`config.mk`:
```
export PLATFORM = sky130hd
export DESIGN_NAME = bit_field_unpacker
export DESIGN_NICKNAME = d
export VERILOG_FILES = /design/src/hdl/bfu_pkg.sv /design/src/hdl/bfu_div.sv /design/src/hdl/bfu_ctrl.sv /design/src/hdl/bit_field_unpacker.sv
export SDC_FILE = /design/constraint.sdc
export NUM_CORES = 1
export LEC_CHECK = 0
export ABC_AREA = 1
export ABC_CLOCK_PERIOD_IN_PS = 13250
export BUFFER_PORTS_ARGS = -buffer_cell sky130_fd_sc_hd__clkbuf_2
export CAP_MARGIN = 40
export CORE_AREA = 2 2 101 103
export DETAILED_ROUTE_END_ITERATION = 10
export DIE_AREA = 0 0 103 105
export HOLD_SLACK_MARGIN = 0.05
export MAX_ROUTING_LAYER = met4
export PLACE_DENSITY = 0.82
export SETUP_SLACK_MARGIN = 0.4
export SLEW_MARGIN = 20
export SYNTH_ARGS = -nofsm -noshare
export SYNTH_HDL_FRONTEND = slang
export SYNTH_SLANG_ARGS = --single-unit
```
`constraint.sdc`:
```
create_clock -name clk -period 13.25 [get_ports clk]
set_input_delay 1.325 -clock clk [delete_from_list [all_inputs] [get_ports clk]]
set_output_delay 1.325 -clock clk [all_outputs]
set_load 0.02 [all_outputs]
```
`src/hdl/bfu_pkg.sv`:
```
// Shared types and constants of the bit field unpacker.
package bfu_pkg;

	// Configuration register indexes.
	localparam logic [1:0] REG_FIELD_WIDTH = 2'd0;
	localparam logic [1:0] REG_LSB_FIRST   = 2'd1;
	localparam logic [1:0] REG_NORMALIZE   = 2'd2;

	localparam logic [3:0] FIELD_WIDTH_RESET = 4'd8;
	// Index of the eighth field of a byte, after which the byte is always finished.
	localparam logic [2:0] LAST_SLOT = 3'd7;

	typedef enum logic [1:0] {
		ST_IDLE,
		ST_EXTRACT,
		ST_DIVIDE,
		ST_EMIT
	} state_t;

	typedef struct packed {
		logic [3:0] width;
		logic       lsb_first;
		logic       normalize;
	} cfg_t;

	typedef struct packed {
		logic       valid;
		logic [7:0] value;
		logic       last;
	} res_t;

	typedef struct packed {
		logic        start;
		logic [16:0] num;
		logic [8:0]  den;
	} div_req_t;

	typedef struct packed {
		logic       done;
		logic [7:0] quo;
	} div_rsp_t;

endpackage

```
`src/hdl/bfu_div.sv`:
```
// Shift and subtract divider giving an 8-bit quotient.
module bfu_div (
	input  logic               clk,
	input  logic               arst_n,
	input  bfu_pkg::div_req_t  req,
	output bfu_pkg::div_rsp_t  rsp
);

	logic       busy_q;
	logic       done_q;
	logic [2:0] cnt_q;
	logic [8:0] rem_q;
	logic [7:0] low_q;
	logic [8:0] den_q;
	logic [7:0] quo_q;

	logic [9:0] trial;
	logic       qbit;
	logic [9:0] diff;

	// The caller guarantees the quotient fits in 8 bits, so the top nine
	// numerator bits are already below the divisor.
	always_comb begin
		trial = {rem_q, low_q[7]};
		diff  = trial - {1'b0, den_q};
		qbit  = (trial >= {1'b0, den_q});
	end

	always_ff @(posedge clk or negedge arst_n) begin
		if (!arst_n) begin
			busy_q <= 1'b0;
			done_q <= 1'b0;
			cnt_q  <= 3'd0;
		end else begin
			done_q <= 1'b0;
			if (req.start) begin
				busy_q <= 1'b1;
				cnt_q  <= 3'd0;
			end else if (busy_q) begin
				cnt_q <= cnt_q + 3'd1;
				if (cnt_q == 3'd7) begin
					busy_q <= 1'b0;
					done_q <= 1'b1;
				end
			end
		end
	end

	always_ff @(posedge clk) begin
		if (req.start) begin
			rem_q <= req.num[16:8];
			low_q <= req.num[7:0];
			den_q <= req.den;
		end else if (busy_q) begin
			rem_q <= qbit ? diff[8:0] : trial[8:0];
			low_q <= {low_q[6:0], 1'b0};
			quo_q <= {quo_q[6:0], qbit};
		end
	end

	assign rsp.done = done_q;
	assign rsp.quo  = quo_q;

endmodule

```
`src/hdl/bfu_ctrl.sv`:
```
// Sequencer that cuts fields out of the bit accumulator one per step.
module bfu_ctrl (
	input  logic               clk,
	input  logic               arst_n,
	input  bfu_pkg::cfg_t      cfg,
	input  logic               width_clr,
	input  logic               in_valid,
	output logic               in_ready,
	input  logic [7:0]         data_byte,
	input  logic               realign,
	output bfu_pkg::res_t      res,
	input  logic               res_ready,
	output bfu_pkg::div_req_t  div_req,
	input  bfu_pkg::div_rsp_t  div_rsp
);

	function automatic logic [3:0] eff_width(input logic [3:0] wr);
		logic [3:0] r;
		r = wr;
		if (wr == 4'd0) r = 4'd1;
		if (wr > 4'd8) r = 4'd8;
		return r;
	endfunction

	function automatic logic [7:0] width_mask(input logic [3:0] wd);
		logic [8:0] t;
		t = (9'd1 << wd) - 9'd1;
		return t[7:0];
	endfunction

	function automatic logic [6:0] low_mask(input logic [2:0] c);
		logic [7:0] t;
		t = (8'd1 << c) - 8'd1;
		return t[6:0];
	endfunction

	function automatic logic [7:0] reverse8(input logic [7:0] v);
		logic [7:0] r;
		for (int i = 0; i < 8; i++) begin
			r[i] = v[7 - i];
		end
		return r;
	endfunction

	bfu_pkg::state_t state_q, state_d;
	logic [14:0] acc_q;
	logic [3:0]  avail_q;
	logic [2:0]  n_q;
	logic [6:0]  left_bits_q;
	logic [2:0]  left_cnt_q;
	logic [7:0]  val_q;

	logic [3:0]  w;
	logic [7:0]  fmask;
	logic [3:0]  rest;
	logic [14:0] shifted;
	logic [7:0]  raw;
	logic [7:0]  rev;
	logic [7:0]  fval;
	logic        is_last;
	logic [2:0]  new_cnt;
	logic [6:0]  new_bits;
	logic        emit;
	logic        adv;
	logic        fin;
	logic        accept;
	logic [6:0]  base_bits;
	logic [2:0]  base_cnt;

	// Field datapath: one shift of the accumulator selects the current field.
	always_comb begin
		w        = eff_width(cfg.width);
		fmask    = width_mask(w);
		rest     = avail_q - w;
		shifted  = acc_q >> rest;
		raw      = shifted[7:0] & fmask;
		rev      = reverse8(raw) >> (4'd8 - w);
		fval     = cfg.lsb_first ? rev : raw;
		is_last  = (rest < w) || (n_q == bfu_pkg::LAST_SLOT);
		new_cnt  = (rest > 4'd7) ? 3'd7 : rest[2:0];
		new_bits = acc_q[6:0] & low_mask(new_cnt);
	end

	always_comb begin
		emit   = ((state_q == bfu_pkg::ST_EXTRACT) && !cfg.normalize) ||
		         (state_q == bfu_pkg::ST_EMIT);
		adv    = emit && res_ready;
		fin    = adv && is_last;
		accept = in_valid && in_ready;
		if (realign) begin
			base_bits = 7'd0;
			base_cnt  = 3'd0;
		end else if (fin) begin
			base_bits = new_bits;
			base_cnt  = new_cnt;
		end else begin
			base_bits = left_bits_q;
			base_cnt  = left_cnt_q;
		end
	end

	// Next state.
	always_comb begin
		state_d = state_q;
		case (state_q)
			bfu_pkg::ST_IDLE: begin
				if (in_valid) state_d = bfu_pkg::ST_EXTRACT;
			end
			bfu_pkg::ST_EXTRACT: begin
				if (cfg.normalize) begin
					state_d = bfu_pkg::ST_DIVIDE;
				end else if (fin && !in_valid) begin
					state_d = bfu_pkg::ST_IDLE;
				end
			end
			bfu_pkg::ST_DIVIDE: begin
				if (div_rsp.done) state_d = bfu_pkg::ST_EMIT;
			end
			bfu_pkg::ST_EMIT: begin
				if (fin && !in_valid) begin
					state_d = bfu_pkg::ST_IDLE;
				end else if (adv) begin
					state_d = bfu_pkg::ST_EXTRACT;
				end
			end
			default: state_d = bfu_pkg::ST_IDLE;
		endcase
	end

	// Outputs.
	always_comb begin
		in_ready      = (state_q == bfu_pkg::ST_IDLE) || fin;
		res.valid     = emit;
		res.value     = (state_q == bfu_pkg::ST_EMIT) ? val_q : fval;
		res.last      = is_last;
		div_req.start = (state_q == bfu_pkg::ST_EXTRACT) && cfg.normalize;
		div_req.num   = {fval, 9'd0} - {8'd0, fval, 1'b0} + {9'd0, fmask};
		div_req.den   = {fmask, 1'b0};
	end

	always_ff @(posedge clk or negedge arst_n) begin
		if (!arst_n) begin
			state_q     <= bfu_pkg::ST_IDLE;
			left_bits_q <= 7'd0;
			left_cnt_q  <= 3'd0;
		end else begin
			state_q <= state_d;
			if (width_clr) begin
				left_bits_q <= 7'd0;
				left_cnt_q  <= 3'd0;
			end else if (fin) begin
				left_bits_q <= new_bits;
				left_cnt_q  <= new_cnt;
			end
		end
	end

	always_ff @(posedge clk) begin
		if (accept) begin
			acc_q   <= {base_bits, data_byte};
			avail_q <= {1'b1, base_cnt};
			n_q     <= 3'd0;
		end else if (adv) begin
			avail_q <= rest;
			n_q     <= n_q + 3'd1;
		end
		if ((state_q == bfu_pkg::ST_DIVIDE) && div_rsp.done) begin
			val_q <= div_rsp.quo;
		end
	end

endmodule

```
`src/hdl/bit_field_unpacker.sv`:
```
// Top level of the bit field unpacker: configuration, output register, sequencer and divider.
// Raw fields leave at one per cycle while the output register can take them, and the
// next byte is taken in the cycle its last field leaves.
// With normalize set each field goes through the eight-step divider. Results reach
// the ports through the output register.
// Reset clears the leftover bits, the sequencer, the output valid flag, lsb_first and normalize and loads width 8.
module bit_field_unpacker (
	input  logic       clk,
	input  logic       arst_n,
	input  logic       cfg_valid,
	output logic       cfg_ready,
	input  logic [1:0] cfg_index,
	input  logic [3:0] cfg_data,
	input  logic       in_valid,
	output logic       in_ready,
	input  logic [7:0] data_byte,
	input  logic       realign,
	output logic       out_valid,
	input  logic       out_ready,
	output logic [7:0] field_value,
	output logic       last
);

	bfu_pkg::cfg_t     cfg_q;
	logic              width_clr;
	bfu_pkg::res_t     res;
	logic              res_ready;
	bfu_pkg::div_req_t div_req;
	bfu_pkg::div_rsp_t div_rsp;

	logic       out_valid_q;
	logic [7:0] out_value_q;
	logic       out_last_q;

	// Configuration writes always complete; the user must keep them to idle (unchecked).
	assign cfg_ready = 1'b1;
	// A write of the field width throws away the leftover bits; a byte never yields more
	// than eight fields in any case.
	assign width_clr = cfg_valid && (cfg_index == bfu_pkg::REG_FIELD_WIDTH);

	always_ff @(posedge clk or negedge arst_n) begin
		if (!arst_n) begin
			cfg_q.width     <= bfu_pkg::FIELD_WIDTH_RESET;
			cfg_q.lsb_first <= 1'b0;
			cfg_q.normalize <= 1'b0;
		end else if (cfg_valid) begin
			case (cfg_index)
				bfu_pkg::REG_FIELD_WIDTH: cfg_q.width     <= cfg_data;
				bfu_pkg::REG_LSB_FIRST:   cfg_q.lsb_first <= cfg_data[0];
				bfu_pkg::REG_NORMALIZE:   cfg_q.normalize <= cfg_data[0];
				default: ;
			endcase
		end
	end

	// The output register frees the sequencer from the consumer: a new result may
	// load whenever the register is empty or is being emptied in this cycle.
	assign res_ready = !out_valid_q || out_ready;

	always_ff @(posedge clk or negedge arst_n) begin
		if (!arst_n) begin
			out_valid_q <= 1'b0;
		end else if (res_ready) begin
			out_valid_q <= res.valid;
		end
	end

	always_ff @(posedge clk) begin
		if (res.valid && res_ready) begin
			out_value_q <= res.value;
			out_last_q  <= res.last;
		end
	end

	assign out_valid   = out_valid_q;
	assign field_value = out_value_q;
	assign last        = out_last_q;

	bfu_ctrl u_ctrl (
		.clk       (clk),
		.arst_n    (arst_n),
		.cfg       (cfg_q),
		.width_clr (width_clr),
		.in_valid  (in_valid),
		.in_ready  (in_ready),
		.data_byte (data_byte),
		.realign   (realign),
		.res       (res),
		.res_ready (res_ready),
		.div_req   (div_req),
		.div_rsp   (div_rsp)
	);

	// Rounded scaling to 0..255 is floor((510*v + d) / (2*d)) with d = 2^w - 1.
	bfu_div u_div (
		.clk    (clk),
		.arst_n (arst_n),
		.req    (div_req),
		.rsp    (div_rsp)
	);

endmodule
```
==> impl_metrics.csv, run 1 <==
group,metric,value,unit
timing,clock_skew,15.7,ps
setup_path,crit_path_end_kind,"flip-flop",
timing,setup-tns-final,0,ps
timing,fin_hold_ws,433,ps
synthesis,synthesis.nets,786,
finish,postLayoutCoreUtil,0.682,
setup_path,crit_path_start_kind,"flip-flop",
finish,nFillCells,815,
clocking,cts.sinks,96,
timing,rsz0062_at_grt,"false",
finish,num_antenna_cells,0,
place,dp_hpwl,10.7,mm
synthesis,synth_area,0.00616,mm^2
setup_path,cp_max_fo,19,
place,dp_slack,7100,ps
clocking,cts_resized,0,
clocking,clockRootBuffer,"clkbuf_8",
run_status,outcome,"complete, no violations",
finish,most-common-layout-cells,"nand2_1 (183), nand3_1 (80), edfxtp_1 (68)",
synthesis,yosysWarningCount,0,
clocking,clockBufferDepth,2,
finish,layout.nets,810,
place,portBuffers,30,
timing,post-route-period-util,0.475,
synthesis,synth_seq_cells,96,
routing,viasPerCell,5.76,
timing,fmax,0.159,GHz
clocking,post-cts-setup-buffer-count,0,
synthesis,ys_seq_area_frac,0.442,
setup_path,max_stage_delay,940,ps
clocking,clk_pin_slew,110,ps
global_routing,grt_overflow,0,
routing,firstDrtPassIters,6,
synthesis,netlist_instances,729,
routing,met3_length,871,um
place,gp_congestion,0.896,
timing,min_period,6300,ps
setup_path,cp_slowest_cell,"fa_1",
global_routing,antenna_found_initial,0,
global_routing,grtUsageTotal,0.289,
clocking,cts_hold_buf,0,
setup_path,worst_ep_required_time,13390,ps
routing,drtIter0Drc,396,
global_routing,grt_pass1_wl,23.5,mm
clocking,ctsHtreeMaxLevel,3,
routing,routedWlPerCell,16.0,um
hold_path,hp-class,"flip-flop to flip-flop",
floorplanning,fp.dieW,103,um
global_routing,grt_pass1_vias,5002,
floorplanning,die_y,105,um
timing,fin_ws,6950,ps
setup_path,path_common_cell,"nand2_1",
routing,m1WireLength,6.64,mm
routing,highest_layer,"met4",
routing,met2WireLength,6.46,mm
synthesis,synth_area_per_cell,8.45,um^2
clocking,cts_tree,"done",
finish,syn2layout_area_growth,6.74,%
floorplanning,start_util,0.639,
timing,drv_slew,0,
timing,setup_viol_count_final,0,
timing,relSlewSlack,0.442,
timing,worst_pin_slew,828,ps
finish,layout-drive-gt1-share,0.139,
global_routing,grt_max_degree,25,
setup_path,crit_type,"flip-flop to flip-flop",
routing,drc,0,
timing,hold_violations,0,
floorplanning,core-area,0.00964,mm^2
routing,drt_wl_total,14.3,mm
job,drv_cap,0,
clocking,clkLatencyLatePin,380,ps
floorplanning,dieArea,0.0108,mm^2
routing,ant_nets,0,
synthesis,synthDistinctLibCells,48,
clocking,cts_buffers,9,
routing,vias,5128,
setup_path,arrival,6440,ps
finish,final_common_cell,"nand2_1",
floorplanning,rows,36,
floorplanning,ioPinCount,32,
layout make-up:
cell class	instances	area, um^2	area share
clock buffers	9	124	0.0188
clock inverters	7	76.3	0.0116
inverters	74	278	0.0422
multi-input cells	538	3020	0.460
flip-flops and latches	96	2720	0.414
well taps	133	166	0.0253
repair buffers	34	185	0.0282
worst max-delay path, delay by kind of cell, from the launching register on:
family | cells | cell delay, ps
AND/OR/NAND/NOR | 19 | 2080
adder cells (fa/ha/maj) | 3 | 1510
buffers and inverters | 4 | 1140
AO/OA/AOI/OAI | 5 | 880
flip-flops | 1 | 450
kinds of logic after synthesis:
| kind of cell | share of synthesized area |
|---|---|
| other | 0.000609 |
| buffers and inverters | 0.0672 |
| adders and majority gates | 0.0776 |
| xor gates and xnor gates | 0.0238 |
| AOI/OAI and AO/OA | 0.0946 |
| DFF | 0.442 |
| and+or+nand+nor | 0.294 |
worst paths after layout:
path | startpoint | end | slack, ps | cells after the start
setup / recovery | cfg_q[5] | u_div.rem_q[6] | 6950 | 31
hold / removal | u_div.quo_q[7] | u_ctrl.val_q[7] | 430 | 0
setup reg to reg | cfg_q[5] | u_div.rem_q[6] | 6950 | 31
hold reg to reg | u_div.quo_q[7] | u_ctrl.val_q[7] | 430 | 0
max in group asynchronous | arst_n | u_ctrl.left_bits_q[6] | 11900 | 1
min in group asynchronous | arst_n | u_div.busy_q | 940 | 1
registers in the layout, indices dropped and copies added, names as in the netlist, named ones only:
signal	cells
u_div.cnt_q	3
u_div.low_q	8
u_div.den_q	8
u_div.quo_q	8
u_ctrl.left_cnt_q	3
u_ctrl.n_q	3
u_ctrl.left_bits_q	7
u_ctrl.acc_q	15
u_div.busy_q	1
u_div.done_q	1
u_ctrl.avail_q	4
field_value	8
u_ctrl.state_q	1
last	1
u_div.rem_q	9
cfg_q	6
out_valid	1
u_ctrl.val_q	8
per-layer routing:
metal / GRT usage / up-vias
li1: - / 2513
met1: 0.401 / 2383
met2: 0.436 / 203
met3: 0.0482 / 29
met4: 0.0883 / 0
met5: - / -
cells in the mapped netlist, drive strengths merged:
master | n | share of area
o21ai | 54 | 0.045
nand2 | 196 | 0.13
dfrtp | 23 | 0.093
ha | 35 | 0.071
nor3 | 2 | 0.0016
o22ai | 3 | 0.0030
or2 | 5 | 0.0051
a21oi | 31 | 0.027
nor2 | 67 | 0.049
fa | 2 | 0.0065
a21boi | 1 | 0.0012
nand4 | 13 | 0.013
inv | 72 | 0.044
nand3 | 95 | 0.092
xor2 | 7 | 0.011
a22oi | 2 | 0.0024
a21o | 1 | 0.0012
nand3b | 2 | 0.0024
dfxtp | 4 | 0.013
xnor2 | 8 | 0.013
and3 | 2 | 0.0020
edfxtp | 68 | 0.33
o221ai | 1 | 0.0014
dfstp | 1 | 0.0043
buf | 14 | 0.018
a32oi | 2 | 0.0028
conb | 1 | 0.00061
a22o | 3 | 0.0043
clkbuf | 7 | 0.0043
o211ai | 5 | 0.0061
clkinv | 2 | 0.0012
metrics by stage:
step	std cells	cell area [um^2]
2_1_floorplan	729	6160
3_3_place_gp	872	6350
3_5_place_dp	874	6370
4_1_cts	890	6570
5_1_grt	891	6580
6_report	891	6580
Power of run 1 is left out: the tool's default activity adds up to more than one toggle a clock period on the data nets, which glitch-free logic cannot reach.
==> inputs of run 2 (changes only) <==
--- a/config.mk
+++ b/config.mk
@@ -6,15 +6,15 @@
 export NUM_CORES = 1
 export LEC_CHECK = 0
 export ABC_AREA = 1
-export ABC_CLOCK_PERIOD_IN_PS = 13250
+export ABC_CLOCK_PERIOD_IN_PS = 6000
 export BUFFER_PORTS_ARGS = -buffer_cell sky130_fd_sc_hd__clkbuf_2
 export CAP_MARGIN = 40
-export CORE_AREA = 2 2 101 103
+export CORE_AREA = 2 2 103 105
 export DETAILED_ROUTE_END_ITERATION = 10
-export DIE_AREA = 0 0 103 105
+export DIE_AREA = 0 0 105 107
 export HOLD_SLACK_MARGIN = 0.05
 export MAX_ROUTING_LAYER = met4
-export PLACE_DENSITY = 0.82
+export PLACE_DENSITY = 0.79
 export SETUP_SLACK_MARGIN = 0.4
 export SLEW_MARGIN = 20
 export SYNTH_ARGS = -nofsm -noshare
==> constraint.sdc (replaced) <==
create_clock -name clk -period 6 [get_ports clk]
set_input_delay 0.6 -clock clk [delete_from_list [all_inputs] [get_ports clk]]
set_output_delay 0.6 -clock clk [all_outputs]
set_load 0.02 [all_outputs]
==> impl_metrics.csv, run 2 (synthesis results as in run 1) <==
group,metric,value,unit
run_status,outcome,"complete, no violations",
finish,final_common_cell,"nand2_1",
setup_path,critPathTopFamily,"simple AND/OR/NAND/NOR gates",
setup_path,cp_max_fo,18,
timing,post-route-period-util,0.854,
floorplanning,ioPinCount,32,
setup_path,max_stage_delay,610,ps
timing,worst_pin_slew,788,ps
timing,rsz0062_at_grt,"false",
floorplanning,fp.dieW,105,um
clocking,clockBufferDepth,2,
clocking,cts_tree,"done",
timing,setup-tns-final,0,ps
floorplanning,die_y,107,um
setup_path,crit_path_start_kind,"flip-flop",
floorplanning,rows,37,
timing,drv_slew,0,
routing,viasPerCell,5.81,
setup_path,path_common_cell,"nand2_1",
finish,nFillCells,843,
setup_path,crit_path_end_kind,"flip-flop",
timing,fin_ws,873,ps
finish,max_flop_register,"u_ctrl.acc_q",
global_routing,grt_overflow,0,
finish,syn2layout_area_growth,9.26,%
floorplanning,core-area,0.0101,mm^2
timing,hold_violations,0,
setup_path,cp_slowest_cell,"dfstp_2",
global_routing,grt_pass1_wl,23.9,mm
clocking,clk_pin_slew,100,ps
global_routing,antenna_found_initial,0,
global_routing,grt_max_degree,25,
timing,setup_viol_count_final,0,
finish,layout-drive-gt1-share,0.158,
place,portBuffers,30,
setup_path,crit_type,"flip-flop to flip-flop",
clocking,cts_buffers,9,
global_routing,grtUsageTotal,0.277,
clocking,ctsHtreeMaxLevel,3,
routing,drtIter0Drc,571,
setup_path,reg2reg_from,"cfg_q[5]",
setup_path,cp-startpoint,"cfg_q[5]",
timing,relSlewSlack,0.474,
hold_path,hp-class,"primary input to async pin",
place,dp_slack,435,ps
floorplanning,dieArea,0.0112,mm^2
finish,top_regs,"u_ctrl.acc_q x15, u_div.rem_q x9",
clocking,cts_hold_buf,0,
global_routing,grt_pass1_vias,4977,
timing,min_period,5130,ps
finish,num_antenna_cells,0,
routing,drc,0,
place,dp_hpwl,10.8,mm
timing,fmax,0.195,GHz
routing,ant_nets,0,
setup_path,worst-path-buf-inv,4,
setup_path,arrival,5260,ps
setup_path,worst_ep_required_time,6140,ps
floorplanning,start_util,0.611,
timing,clock_skew,15.5,ps
job,drv_cap,0,
place,gp_congestion,0.951,
finish,largest_register_ffs,15,
routing,drt_wl_total,14.6,mm
clocking,cts.sinks,96,
clocking,clockRootBuffer,"clkbuf_8",
routing,firstDrtPassIters,6,
clocking,clkLatencyLatePin,380,ps
routing,routedWlPerCell,16.1,um
routing,vias,5260,
finish,layout.nets,822,
finish,most-common-layout-cells,"nand2_1 (183), nand3_1 (80), edfxtp_1 (68)",
[run 2: metrics by stage]
| step | instance area, um^2 | hold slack (ps) | util | instances |
|---|---|---|---|---|
| floorplan | 6160 | 304 | - | 729 |
| CTS | 6600 | 221 | 0.654 | 898 |
| global route | 6730 | 250 | 0.667 | 906 |
| finish | 6730 | 219 | 0.667 | 906 |
| global placement | 6390 | 403 | 0.633 | 880 |
| detailed placement | 6400 | 418 | 0.635 | 882 |
[run 2: final timing paths]
check / slack, ps / to / depth (start not counted)
setup / recovery: 870 / u_div.rem_q[4] / 31
hold / removal: 220 / u_div.cnt_q[1] / 1
setup reg to reg: 870 / u_div.rem_q[4] / 31
hold reg to reg: 440 / u_ctrl.val_q[7] / 0
max in group asynchronous: 5360 / u_ctrl.left_bits_q[2] / 1
min in group clk: 400 / u_ctrl.acc_q[2] / 1
[run 2: area by class of cell]
cell class / count / area, um^2 / area share
Clock buffer: 9 / 124 / 0.0184
Timing Repair inverter: 1 / 7.51 / 0.00112
Multi-Input combinational cell: 538 / 3080 / 0.458
Sequential cell: 96 / 2720 / 0.405
Tap cell: 136 / 170 / 0.0253
Timing Repair Buffer: 45 / 268 / 0.0398
Inverter: 74 / 287 / 0.0426
Clock inverter: 7 / 72.6 / 0.0108
[run 2: layer usage]
layer	vias to the layer above	wire, um	track usage
met2	230	6600	0.429
met3	36	1140	0.0426
met1	2457	6500	0.380
met5	-	0	-
li1	2537	-	-
met4	0	341	0.0838
[run 2: timing repair]
action                                 4_1_cts  5_1_grt
setup endpoints to repair                    0        9
buffers inserted                             0        6
resized for setup                            0       12
endpoints found under the hold margin        0        0
Power of run 2 is left out for the same reason.
==> inputs of run 3 (changes only) <==
--- a/config.mk
+++ b/config.mk
@@ -6,7 +6,7 @@
 export NUM_CORES = 1
 export LEC_CHECK = 0
 export ABC_AREA = 1
-export ABC_CLOCK_PERIOD_IN_PS = 6000
+export ABC_CLOCK_PERIOD_IN_PS = 4900
 export BUFFER_PORTS_ARGS = -buffer_cell sky130_fd_sc_hd__clkbuf_2
 export CAP_MARGIN = 40
 export CORE_AREA = 2 2 103 105
==> constraint.sdc (replaced) <==
create_clock -name clk -period 4.9 [get_ports clk]
set_input_delay 0.49 -clock clk [delete_from_list [all_inputs] [get_ports clk]]
set_output_delay 0.49 -clock clk [all_outputs]
set_load 0.02 [all_outputs]
==> impl_metrics.csv, run 3 (synthesis results as in run 1) <==
group,metric,value,unit
routing,ant_nets,0,
place,dp_slack,-25.9,ps
setup_path,rr_worst_depth,30,
timing,worst_pin_slew,768,ps
finish,largest_register_ffs,15,
global_routing,grt_max_degree,25,
setup_path,reg2reg_from,"cfg_q[3]",
global_routing,antenna_found_initial,0,
timing,post-route-period-util,0.938,
floorplanning,die_y,107,um
timing,hold_violations,0,
timing,min_period,4600,ps
finish,layout-drive-gt1-share,0.261,
clocking,clockRootBuffer,"clkbuf_8",
routing,viasPerCell,5.76,
finish,postLayoutCoreUtil,0.719,
floorplanning,core-area,0.0101,mm^2
finish,top_regs,"u_ctrl.acc_q x15, u_div.rem_q x9",
timing,clock_skew,22.0,ps
finish,syn2layout_area_growth,17.7,%
setup_path,cp_max_fo,7,
clocking,clockBufferDepth,2,
clocking,clkLatencyLatePin,390,ps
clocking,ctsHtreeMaxLevel,3,
clocking,cts_buffers,9,
place,portBuffers,30,
routing,firstDrtPassIters,6,
global_routing,grt_pass1_vias,5015,
global_routing,grtUsageTotal,0.276,
global_routing,grt_overflow,0,
setup_path,path_common_cell,"nand2_1",
timing,rsz0062_at_grt,"true",
global_routing,grt_pass1_wl,23.8,mm
floorplanning,rows,37,
timing,fmax,0.218,GHz
floorplanning,start_util,0.611,
setup_path,max_stage_delay,750,ps
routing,vias,5368,
floorplanning,ioPinCount,32,
setup_path,cp_slowest_cell,"fa_2",
clocking,cts_tree,"done",
clocking,clk_pin_slew,120,ps
floorplanning,dieArea,0.0112,mm^2
setup_path,crit_type,"flip-flop to flip-flop",
place,gp_congestion,0.956,
setup_path,rr_endpoint,"u_div.rem_q[8]",
routing,drt_wl_total,14.8,mm
hold_path,hp-class,"primary input to async pin",
finish,max_flop_register,"u_ctrl.acc_q",
timing,drv_slew,0,
routing,routedWlPerCell,15.8,um
job,drv_cap,0,
setup_path,arrival,4750,ps
timing,fin_ws,304,ps
routing,drtIter0Drc,483,
place,dp_hpwl,10.5,mm
setup_path,regToRegSetupSlack,300,ps
timing,relSlewSlack,0.487,
routing,drc,0,
setup_path,worst_ep_required_time,5060,ps
finish,num_antenna_cells,0,
setup_path,crit_path_end_kind,"flip-flop",
setup_path,crit_path_start_kind,"flip-flop",
finish,most-common-layout-cells,"nand2_1 (167), edfxtp_1 (68), nand3_1 (64)",
finish,layout.nets,848,
floorplanning,fp.dieW,105,um
timing,setup_viol_count_final,0,
clocking,cts.sinks,96,
finish,final_common_cell,"nand2_1",
run_status,outcome,"complete, no violations",
## run 3: worst max-delay path, delay by kind of cell, from the launching register on
| family | cells | cell delay (ps) |
|---|---|---|
| buffers and inverters | 3 | 290 |
| AO/OA/AOI/OAI | 5 | 680 |
| adder cells (fa/ha/maj) | 3 | 1140 |
| AND/OR/NAND/NOR | 19 | 1850 |
| flip-flops | 1 | 420 |
## run 3: final cells by class
cell class                      count  area (um^2)
Multi-Input combinational cell    538         3380
Fill cell                         742         2840
Sequential cell                    96         2720
Timing Repair Buffer               70          463
Inverter                           74          288
Tap cell                          136          170
Clock buffer                        9          124
Clock inverter                      7         88.8
Timing Repair inverter              2         17.5
## run 3: how the worst max path moves through the flow
stage	slack (ps)	cells past startpoint	start	end
finish	300	30	cfg_q[3]	u_div.rem_q[8]
global route	70	30	cfg_q[3]	u_div.rem_q[6]
CTS	390	33	cfg_q[4]	u_div.rem_q[8]
detailed placement	-30	32	cfg_q[4]	u_div.rem_q[8]
global placement	220	32	cfg_q[4]	u_div.rem_q[6]
floorplan	410	36	cfg_q[5]	u_div.rem_q[6]
## run 3: timing repair
item                                    4_1_cts  5_1_grt
hold buffers                                  0        0
endpoints found under the setup margin        9        9
endpoints found under the hold margin         0        0
gates cloned                                  3        0
gates resized for setup                      39       39
pin swaps                                    32       26
buffers inserted                             14       11
## run 3: stage by stage
stage	std cells	hold slack, ps	instance area, um^2	TNS, ps
6_report	932	96.9	7260	0
5_1_grt	932	137	7260	0
4_1_cts	921	98.4	7010	0
3_5_place_dp	888	423	6520	-25.9
3_3_place_gp	886	403	6510	0
2_1_floorplan	729	194	6250	0
## run 3: routing by layer
layer,up-vias,track usage,wire length (um)
li1,2590,-,-
met1,2527,0.373,6560
met2,218,0.431,6850
met3,33,0.0359,1030
met4,0,0.103,326
met5,-,-,0
Power of run 3 is left out for the same reason.
